File: src/hw/rtl/gmt_pkg.sv
// ----------------------------------------------------------------------------
// gmt_pkg: shared types and constants for the grid map trilinear lookup
// Word formats, register indexes, opcodes and pipeline control structs.
// ----------------------------------------------------------------------------
`timescale 1ns / 1ps
`default_nettype none

package gmt_pkg;

    // default sizes
    localparam int GRID_DIM_DEF   = 32;
    localparam int NUM_MAPS_DEF   = 4;
    localparam int VALUE_BITS_DEF = 32;

    localparam int FRAC_BITS = 10;

    // opcodes
    localparam logic OP_WRITE = 1'b0;
    localparam logic OP_QUERY = 1'b1;

    // register indexes
    localparam logic [2:0] CFG_CORNER_X    = 3'd0;
    localparam logic [2:0] CFG_CORNER_Y    = 3'd1;
    localparam logic [2:0] CFG_CORNER_Z    = 3'd2;
    localparam logic [2:0] CFG_INV_SPACING = 3'd3;
    localparam logic [2:0] CFG_POINTS_X    = 3'd4;
    localparam logic [2:0] CFG_POINTS_Y    = 3'd5;
    localparam logic [2:0] CFG_POINTS_Z    = 3'd6;

    // 100.0 in Q16.16
    localparam logic signed [31:0] OUTSIDE_ENERGY = 32'sd6553600;

    typedef struct packed {
        logic               op;
        logic [1:0]         map_sel;
        logic [4:0]         point_x;
        logic [4:0]         point_y;
        logic [4:0]         point_z;
        logic signed [31:0] point_value;
        logic signed [23:0] pos_x;
        logic signed [23:0] pos_y;
        logic signed [23:0] pos_z;
    } gmt_in_t;

    typedef struct packed {
        logic signed [31:0] energy;
        logic               outside;
    } gmt_out_t;

    // grid coordinate of one axis
    typedef struct packed {
        logic                 in_grid;
        logic [5:0]           idx;
        logic [FRAC_BITS-1:0] frac;
    } gmt_axis_t;

    // control traveling with the corner values into the blend stages
    typedef struct packed {
        logic                 valid;
        logic                 bad_map;
        logic                 outside;
        logic [2:0]           par;
        logic [FRAC_BITS-1:0] fx;
        logic [FRAC_BITS-1:0] fy;
        logic [FRAC_BITS-1:0] fz;
    } gmt_blend_t;

endpackage

`default_nettype wire

File: src/hw/rtl/gmt_axis.sv
// ----------------------------------------------------------------------------
// gmt_axis: grid coordinate of one axis
// Three stages: offset from corner, scale by inverse spacing, range check.
// ----------------------------------------------------------------------------
`timescale 1ns / 1ps
`default_nettype none

module gmt_axis
    import gmt_pkg::*;
#(
    parameter int GRID_DIM = GRID_DIM_DEF
) (
    input  wire logic               clk,
    input  wire logic signed [23:0] pos,
    input  wire logic signed [23:0] corner,
    input  wire logic        [15:0] inv_spacing,
    input  wire logic        [5:0]  points,
    output gmt_axis_t               axis
);

    logic signed [24:0] d_reg;
    logic signed [40:0] prod_reg;
    gmt_axis_t          axis_reg;
    gmt_axis_t          axis_next;

    logic [8:0]  n_pts;
    logic [18:0] lim;
    logic [27:0] g;

    // stage 1: offset
    always_ff @(posedge clk)
    begin
        d_reg <= $signed({pos[23], pos}) - $signed({corner[23], corner});
    end

    // stage 2: scale
    always_ff @(posedge clk)
    begin
        prod_reg <= d_reg * $signed({1'b0, inv_spacing});
    end

    // stage 3: clamp point count, split integer and fraction, range check
    always_comb
    begin
        n_pts = (9'(points) > 9'(GRID_DIM)) ? 9'(GRID_DIM) : 9'(points);
        lim   = {n_pts - 9'd1, 10'b0};
        g     = prod_reg[39:12];
        axis_next.in_grid = !prod_reg[40] && (n_pts >= 9'd2) && (g < 28'(lim));
        axis_next.idx     = g[15:10];
        axis_next.frac    = g[FRAC_BITS-1:0];
    end

    always_ff @(posedge clk)
    begin
        axis_reg <= axis_next;
    end

    assign axis = axis_reg;

endmodule

`default_nettype wire

File: config.mk
export PLATFORM = sky130hd
export DESIGN_NAME = gmt_axis
export DESIGN_NICKNAME = d
export VERILOG_FILES = /design/src/hw/rtl/gmt_pkg.sv /design/src/hw/rtl/gmt_axis.sv
export SDC_FILE = /design/constraint.sdc
export NUM_CORES = 1
export LEC_CHECK = 0
export BUFFER_PORTS_ARGS = -buffer_cell sky130_fd_sc_hd__buf_2
export CAP_MARGIN = 20
export CORE_AREA = 2 2 188 282
export CTS_BUF_LIST = sky130_fd_sc_hd__clkbuf_4
export CTS_CLUSTER_DIAMETER = 80
export DETAILED_ROUTE_END_ITERATION = 12
export DIE_AREA = 0 0 190 284
export PLACE_DENSITY = 0.58
export RECOVER_POWER = 25
export SKIP_LAST_GASP = 1
export SYNTH_ARGS = -nofsm -noshare
export SYNTH_HDL_FRONTEND = slang
export SYNTH_SLANG_ARGS = --single-unit
File: constraint.sdc
create_clock -name clk -period 10.5 [get_ports clk]
set_clock_uncertainty 0.2 [all_clocks]
set_input_delay 2.1 -clock clk [delete_from_list [all_inputs] [get_ports clk]]
set_output_delay 2.1 -clock clk [all_outputs]
set_load 0.005 [all_outputs]
==> results of run 1 <==
-- per-layer routing --
metal	up-vias	GRT usage, %
met5	-	0
met4	0	9.050
met3	95	1.694
met2	209	33.18
met1	6293	15.81
li1	5502	-
-- final timing paths --
check / endpoint / slack [ps] / depth (start not counted)
setup reg to reg: prod_reg[40] / 3450 / 20
hold / removal: axis[3] / 140 / 0
setup / recovery: prod_reg[40] / 2260 / 21
hold reg to reg: axis[3] / 140 / 0
-- kinds of logic after synthesis --
kind of cell | count (synthesis)
fa+ha+maj | 517
xor+xnor | 54
compound gates | 126
simple gates | 534
flops | 71
buf+inv | 552
-- worst max-delay path: cells and delay by family --
family,cells,cell delay (ps)
AND/OR/NAND/NOR,4,1110
AO/OA/AOI/OAI,6,1320
adder cells (fa/ha/maj),7,3340
buffers and inverters,4,580
-- cell type report --
class	instances	share of cell area, %
multi-input combinational	1231	73.91
inverter	492	10.26
sequential	71	7.895
tap	676	4.698
timing repair buffer	88	2.453
clock inverter	7	0.3961
clock buffer	9	0.3753
antenna	1	0.01390
-- stage by stage --
step / instances / utilization [%] / hold slack [ps] / area, µm²
2_1_floorplan: 1854 / - / 109.6 / 16800
3_3_place_gp: 2558 / 34.73 / 110.3 / 17860
3_5_place_dp: 2558 / 34.73 / 113.5 / 17860
4_1_cts: 2574 / 35.00 / 145.4 / 18000
5_1_grt: 2575 / 35.00 / 147.0 / 18000
6_report: 2575 / 35.00 / 142.1 / 18000
-- cell usage in the layout, fill, tap and decap left out, types with 5 or more instances in the layout --
cell type and instances:
a21o_1 25, a31oi_1 8, nand2_1 257, nor2b_1 11
clkbuf_4 9, fa_1 385, nor3_1 15, o21a_1 12
nand4_1 6, and3_1 6, xnor2_1 37, and2_1 157
inv_1 492, a21oi_1 34, buf_2 86, o21ai_0 15
nand2b_1 5, xor2_1 17, nor2_1 38, dfxtp_1 71
nand3_1 15, ha_1 132
-- cell usage after synthesis (14+ instances only) --
| master | instances |
|---|---|
| a21o_1 | 25 |
| nand2_1 | 257 |
| dfxtp_1 | 71 |
| nor3_1 | 15 |
| and2_1 | 157 |
| xnor2_1 | 37 |
| inv_1 | 492 |
| nand3_1 | 15 |
| fa_1 | 385 |
| o21ai_0 | 14 |
| nor2_1 | 38 |
| xor2_1 | 17 |
| a21oi_1 | 34 |
| ha_1 | 132 |
| clkbuf_1 | 60 |
==> key figures, run 1 <==
STA
  • Slew @ Worst Pin: 753.3 ps
  • Setup TNS: 0 ps
  • Final setup fails: 0
  • FMAX: around 120 MHz
  • Min cycle time layout: 8239 ps
  • Slew Limit Fails: 0
  • RSZ-0062 raised after global routing: false
  • Final period utilization: 78.47%
  • PnR worst setup slack: 2261 ps
  • Final hold viol count: 0
  • Worst rel slew slack: roughly half

Layout
  • Syn-to-layout area delta: 7.165%
  • Largest register FFs: 29
  • Filler cells: 5357
  • Fraction of layout cells with a size suffix above 1: roughly 5.9%
  • Fin nets: 2481
  • FF+latch area: 1421 µm²
  • Multi-input gate area: 13310 µm²

Floorplanning
  • Initial core utilization: 32.66%
  • Placeable Area: 51430 µm²
  • Die height: 284 µm
  • Top Ports: 88
  • Die width: about 190 µm
  • Row Count: 102
  • DIE AREA: 53960 µm²

Logic synthesis
  • Synth Instances: 1854
  • Synth warn: 0
  • Post-synth top area cell: fa_1
  • Synth Flop Type: dfxtp_1
  • Synthesized cell area: 16800 µm²
  • Adder-Cell Fraction of Synth Area: about 56%
  • Area contributors post-synth: fa_1 (46%), inv_1 (11%), ha_1 (9.8%)
  • Mux share of post-synthesis cell area: 0%
  • Synth Area in Compound Gates: 5.169%
  • Ys async rst share: 0%
  • Post-synth EDFFs: 0
  • Register bit count reported by yosys: 71
  • Synth top area share: 45.88%
  • Post-Synth XOR/XNOR Area: 2.815%
  • Simple-gate share of the synthesized area: 15.51%
  • Synth cell types: 54
  • Register area share after synthesis: ~8.5%
  • Synthesized Nets: 2442
  • Largest family of logic cells by synthesized area: adder cells
  • Avg Cell Area, Syn: ~9.1 µm²

Setup path
  • CP most frequent cell: fa_1
  • CP cell instances: buf_2 > nand2_1 > fa_1 > fa_1 > fa_1 > inv_1 > fa_1 > fa_1 > inv_1 > fa_1 > inv_1 > ha_1 > a21oi_1 > o21ai_1 > a221oi_2 > nor2_1 > nor3_4 > a211oi_2 > or3_4 > a2111o_1 > o211ai_2
  • Reg2reg start: d_reg[11]
  • WP data arrival: 8490 ps
  • Max stage delay on crit path: 530 ps
  • Setup crit start: inv_spacing[2]
  • Slowest CP cell: fa_1
  • Crit end category: flop
  • Crit-path max FO: 25
  • CP required: 10750 ps
  • Worst Setup Path Type: input pin to flop
  • Startpoint types: input pin

Placed design
  • HPWL after DPL: 34.33 mm
  • Post-Place Setup Slack: ~1700 ps
  • Port bufs: 87
  • Final GP Congestion: approximately 0.85

Worst hold path
  • Hold crit path type: flop to flop
  • Critical hold path startpoint: prod_reg[15]

Drt
  • DR WL met3: ~940 µm
  • Avg WL per Cell: 15.79 µm
  • Initial DRT Pass Iterations: 5
  • Post-Route WL: between 40 and 50 mm
  • Max Used Layer: met4
  • Via density: 4.699
  • Routed Antenna Nets: 0
  • 1st-iter DRT viols: between 400 and 500
  • WL met1: between 10 and 15 mm
  • Drt drc: 0
  • Metal2 WL: 23.45 mm
  • Total number of vias: between 10000 and 15000

Flow run
  • # Max-Cap Violations: 0

Clocking
  • Clk root buf: clkbuf_4
  • Worst skew pair latency: 550 ps
  • # hold bufs at CTS: 0
  • Clock sinks: 71
  • CTS H-Tree Depth: 3
  • Clock slew at reported path FFs: 130 ps
  • CTS resizes: 0
  • Clk buf depth: 2
  • Post-CTS Setup Inserts: 0
  • TritonCTS clock tree: yes
  • CTS Buf Count: 9

Global routing
  • Total track usage: 16.44%
  • Largest net degree at the start of global routing: 26
  • Total overflow reported by the global router: 0
  • Initial antenna violation count: 2
  • Vias in the first global route: about 14000
  • First-pass GRT wire length: between 60 and 70 mm

Status
  • Status: completed
Power of run 1 is left out: the tool's default activity adds up to more than one toggle a clock period on the data nets, which glitch-free logic cannot reach.
==> run 2, diff against run 1 <==
Clock period 10.5 ns to 8.1 ns, I/O delays scaled along.
==> run 2 against run 1 <==
Net effect:
- final cell count up 1.0%
- sequential cell count unchanged
- count of clock-buffer cells in the layout unchanged
- critical path type unchanged
- routed wire length up 0.59%
- worst setup slack worse by 1700 ps
- register-to-register slack worse by 2200 ps
==> key figures, run 2 (synthesis gave the netlist of run 1 again) <==
STA
  • Hold_ws: 141.8 ps (-0.2480 ps)
  • Final hold viol count: 0 (unchanged)
  • Slew Limit Fails: 0 (unchanged)
  • Setup TNS: 0 ps (unchanged)
  • Worst rel slew slack: 46.44% (-3.3 points)
  • Slew @ Worst Pin: 802.3 ps (+49.00 ps)
  • RSZ-0062 raised after global routing: false
  • Final setup fails: 0 (unchanged)
  • FMAX: 132.8 MHz
  • Min cycle time layout: 7530 ps
  • Final period utilization: 92.97%

Setup path
  • CP required: 8340 ps (-2410 ps)
  • CP cell instances: buf_2 > buf_4 > nand2_1 > fa_1 > inv_1 > fa_1 > fa_1 > fa_1 > fa_1 > inv_1 > fa_1 > inv_1 > ha_1 > and4_1 > or4b_1 > o311ai_1 > a31oi_1 > o21ai_1 > a21o_1 > a311oi_1 > xnor2_1
  • Worst Setup Path Type: input pin to flop
  • Crit-path max FO: 18 (-28%)
  • Slowest CP cell: fa_1
  • WP buf/inv: 5 (+1)
  • Delay-heaviest family, CP: adder cells
  • CP most frequent cell: fa_1
  • Crit end category: flop
  • WP data arrival: 7770 ps (-720 ps)
  • Startpoint types: input pin
  • Max stage delay on crit path: 570 ps (+40 ps)

Drt
  • Drt drc: 0 (unchanged)
  • Initial DRT Pass Iterations: 5 (unchanged)
  • Via density: 4.668 (-0.66%)
  • Post-Route WL: 40.91 mm (+0.59%)
  • Total number of vias: 12140 (+0.35%)
  • Routed Antenna Nets: 0 (unchanged)
  • 1st-iter DRT viols: 434 (-7.3%)
  • Avg WL per Cell: 15.73 µm (-0.42%)

Layout
  • Final instance area: 18240 µm² (+1.3%)
  • Most frequent cells in the layout: inv_1 (492), fa_1 (385), nand2_1 (257)
  • Filler cells: 5347 (-0.19%)
  • Non-Filler Instances: 2601 (+1.0%)
  • FF+latch area: 1421 µm² (unchanged)
  • Fin nets: 2507 (+1.0%)
  • Multi-input gate area: 13310 µm² (unchanged)
  • Most common cell after layout, fill and taps aside: inv_1
  • Fraction of layout cells with a size suffix above 1: 7.124% (+1.2 points)
  • Largest register FFs: 29 (unchanged)
  • Syn-to-layout area delta: 8.572%

Floorplanning
  • Die height: 284 µm (unchanged)
  • Top Ports: 88 (unchanged)
  • DIE AREA: 53960 µm² (unchanged)
  • Row Count: 102 (unchanged)
  • Die width: 190 µm (unchanged)
  • Initial core utilization: 32.66% (unchanged)
  • Placeable Area: 51430 µm² (unchanged)

Clocking
  • CTS H-Tree Depth: 3 (unchanged)
  • Clk buf depth: 2 (unchanged)
  • Post-CTS Setup Inserts: 0 (unchanged)
  • Worst skew pair latency: 540 ps (about the same)
  • CTS Buf Count: 9 (unchanged)
  • Clock slew at reported path FFs: 140 ps (about the same)
  • # hold bufs at CTS: 0 (unchanged)
  • Clk root buf: clkbuf_4
  • CTS resizes: 0 (unchanged)
  • Clock sinks: 71 (unchanged)
  • TritonCTS clock tree: yes

Global routing
  • First-pass GRT wire length: 68.82 mm (-0.16%)
  • Total track usage: 16.45% (about the same)
  • Initial antenna violation count: 3 (+1)
  • Vias in the first global route: 14040 (+0.58%)
  • Total overflow reported by the global router: 0 (unchanged)
  • Largest net degree at the start of global routing: 26 (unchanged)

Placed design
  • Area post-placement: 18060 µm² (+1.1%)
  • Port bufs: 87 (unchanged)
  • HPWL after DPL: 35.32 mm (+2.9%)
  • Placed Instances: 2584 (+1.0%)
  • Final GP Congestion: 0.8632 (+2.0%)

Flow run
  • # Max-Cap Violations: 0 (unchanged)

Worst hold path
  • Hold crit path type: flop to flop

Status
  • Status: completed
==> run 2: layout make-up <==
| class | count | share of cell area [%] |
|---|---|---|
| Timing Repair Buffer | 114 | 3.492 |
| Antenna cell | 2 | 0.02744 |
| Clock inverter | 6 | 0.6037 |
| Sequential cell | 71 | 7.793 |
| Clock buffer | 9 | 0.3704 |
| Tap cell | 676 | 4.637 |
| Multi-Input combinational cell | 1231 | 72.95 |
| Inverter | 492 | 10.12 |
==> run 2: per-stage QoR <==
step	utilization [%]	setup WS [ps]
finish	35.46	569.8
global route	35.46	256.4
CTS	35.46	577.1
detailed placement	35.11	12.43
global placement	35.11	47.86
floorplan	-	383.6
==> run 2: path summary, 6_finish.rpt <==
path                   from            to  slack, ps  depth (start not counted)
max reg2reg       d_reg[13]  prod_reg[31]       1210                         19
min reg2reg    prod_reg[12]       axis[0]        140                          0
min            prod_reg[12]       axis[0]        140                          0
max          inv_spacing[9]  prod_reg[31]        570                         21
==> run 2: per-layer routing <==
layer	up-vias	part of all wire (%)	wire length [µm]	GRT usage, %
met4	0	6.3	2584	9.767
met1	6209	33	13340	15.47
met3	111	2.7	1108	1.806
li1	5566	-	-	-
met5	-	0	0	0
met2	255	58	23880	33.17
Power of run 2 is left out for the same reason.
==> run 3, diff against run 2 <==
Settings changed: CELL_PAD_IN_SITES_DETAIL_PLACEMENT set to 1, CELL_PAD_IN_SITES_GLOBAL_PLACEMENT set to 2, PLACE_DENSITY 0.58 to 0.79.
Clock period 8.1 ns to 8.9 ns, I/O delays scaled along.
==> run 3 against run 2 <==
Net effect:
- global-route usage is 2.3 points higher
- final cell count is 0.69% lower
- core utilization is 0.37 points lower
- sequential cell count stayed put
- routed wire length is 14% higher
- register-to-register slack better by 530 ps
- critical path type unchanged
- critical endpoint unchanged
- largest cell class unchanged
==> key figures, run 3 (synthesis gave the netlist of run 1 again) <==
STA
  • Final hold viol count: 0 (unchanged)
  • Slew Limit Fails: 0 (unchanged)
  • RSZ-0062 raised after global routing: false
  • Min cycle time layout: 7965 ps
  • Final setup fails: 0 (unchanged)
  • FMAX: 125.6 MHz
  • Hold_ws: 142.2 ps (+0.4210 ps)
  • Final period utilization: about 89%
  • Worst rel slew slack: 44.58% (-1.9 points)
  • PnR worst setup slack: 935.3 ps (+365.5 ps)
  • Setup TNS: 0 ps (unchanged)
  • Slew @ Worst Pin: 830.2 ps (+27.90 ps)

Setup path
  • Worst Setup Path Type: input pin to flop
  • Crit end category: flop
  • Startpoint types: input pin
  • Crit Reg-Reg Endpoint: prod_reg[31]
  • Reg2reg start: d_reg[7]
  • WP data arrival: 8160 ps (+390 ps)
  • R2R Setup Slk: 1740 ps (+530 ps)
  • CP required: 9100 ps (+760 ps)
  • Crit-path max FO: 25 (+7)
  • R2R depth: 21 (+2)

Placed design
  • Post-Place Setup Slack: 363.3 ps (+350.8 ps)
  • Final GP Congestion: 0.8280 (-4.1%)
  • HPWL after DPL: 39.40 mm (+12%)
  • Port bufs: 87 (unchanged)

Drt
  • Routed Antenna Nets: 0 (unchanged)
  • Drt drc: 0 (unchanged)
  • Via density: 4.737 (+1.5%)
  • Avg WL per Cell: 18.01 µm (+15%)
  • Total number of vias: 12240 (+0.78%)
  • 1st-iter DRT viols: 315 (-27%)
  • Post-Route WL: 46.53 mm (+14%)
  • Initial DRT Pass Iterations: 4 (-1)

Clocking
  • TritonCTS clock tree: yes
  • Clock slew at reported path FFs: 140 ps (about the same)
  • Clock sinks: 71 (unchanged)
  • Worst skew pair latency: 510 ps (-30 ps)
  • # hold bufs at CTS: 0 (unchanged)
  • Post-CTS Setup Inserts: 0 (unchanged)
  • CTS Buf Count: 9 (unchanged)
  • Clk buf depth: 2 (unchanged)
  • CTS resizes: 0 (unchanged)
  • CTS H-Tree Depth: 3 (unchanged)
  • Clk root buf: clkbuf_4

Worst hold path
  • WHS Path Cells: 0 (unchanged)
  • Hold crit path type: flop to flop
  • Critical hold path startpoint: prod_reg[20]
  • Hold EP: axis[8]

Status
  • Status: completed

Flow run
  • # Max-Cap Violations: 0 (unchanged)

Floorplanning
  • Die width: 190 µm (unchanged)
  • Row Count: 102 (unchanged)
  • Top Ports: 88 (unchanged)
  • Initial core utilization: 32.66% (unchanged)
  • Placeable Area: 51430 µm² (unchanged)
  • Die height: 284 µm (unchanged)
  • DIE AREA: 53960 µm² (unchanged)

Global routing
  • Total overflow reported by the global router: 0 (unchanged)
  • First-pass GRT wire length: 76.93 mm (+12%)
  • Largest net degree at the start of global routing: 26 (unchanged)
  • Vias in the first global route: 14840 (+5.7%)
  • Total track usage: 18.70% (+2.3 points)
  • Initial antenna violation count: 2 (-1)

Layout
  • Syn-to-layout area delta: 7.425%
  • Fraction of layout cells with a size suffix above 1: 6.194% (-0.93 points)
  • Most frequent cells in the layout: inv_1 (492), fa_1 (385), nand2_1 (257)
  • Filler cells: 6049 (+13%)
  • Largest register FFs: 29 (unchanged)
  • Fin nets: 2488 (-0.76%)
  • Most common cell after layout, fill and taps aside: inv_1
run 3: cell types whose count changed in the layout (fill, tap and decap cells not counted), sizes merged:
cell	delta
buf	-19
bufinv	-3
clkinvlp	+2
inv	+2
run 3: worst max path at each step:
| stage | startpoint | end |
|---|---|---|
| floorplan | inv_spacing[9] | prod_reg[40] |
| global placement | inv_spacing[2] | prod_reg[40] |
| detailed placement | inv_spacing[2] | prod_reg[31] |
| CTS | inv_spacing[2] | prod_reg[31] |
| global route | inv_spacing[2] | prod_reg[31] |
| finish | inv_spacing[2] | prod_reg[31] |
run 3: worst max-delay path, cell delays in order:
cell and delay [ps]:
buf_2 450, nand2_1 170, fa_1 540, fa_1 550, inv_1 90, fa_1 500, fa_1 500, fa_1 490
inv_1 50, fa_1 490, inv_1 40, ha_1 340, and4_1 240, or4b_1 550, o311ai_1 430, a31oi_1 230
o21ai_1 250, a21o_1 180, a311oi_1 120, xnor2_1 140
run 3: cell type report:
class / instances / area (µm²) / share of cell area (%)
timing repair buffer: 95 / 506.7 / 2.808
sequential: 71 / 1421 / 7.876
clock buffer: 9 / 67.56 / 0.3744
clock inverter: 7 / 47.55 / 0.2634
inverter: 492 / 1847 / 10.23
antenna: 2 / 5.005 / 0.02773
multi-input combinational: 1231 / 13310 / 73.73
tap: 676 / 845.8 / 4.687
run 3: per-layer routing:
layer | GRT usage (%) | vias up | routed length, µm
li1 | - | 5516 | -
met1 | 17.69 | 6426 | 15410
met2 | 37.91 | 183 | 27080
met3 | 1.731 | 111 | 911
met4 | 10.95 | 0 | 3129
met5 | 0 | - | 0
run 3: through the flow:
stage,util (%),cell area [µm²],instances
after floorplan,-,16800,1854
after global placement,34.86,17930,2565
after detailed placement,34.86,17930,2565
after CTS,35.08,18040,2581
after global routing,35.09,18050,2583
final,35.09,18050,2583
Power of run 3 is left out for the same reason.
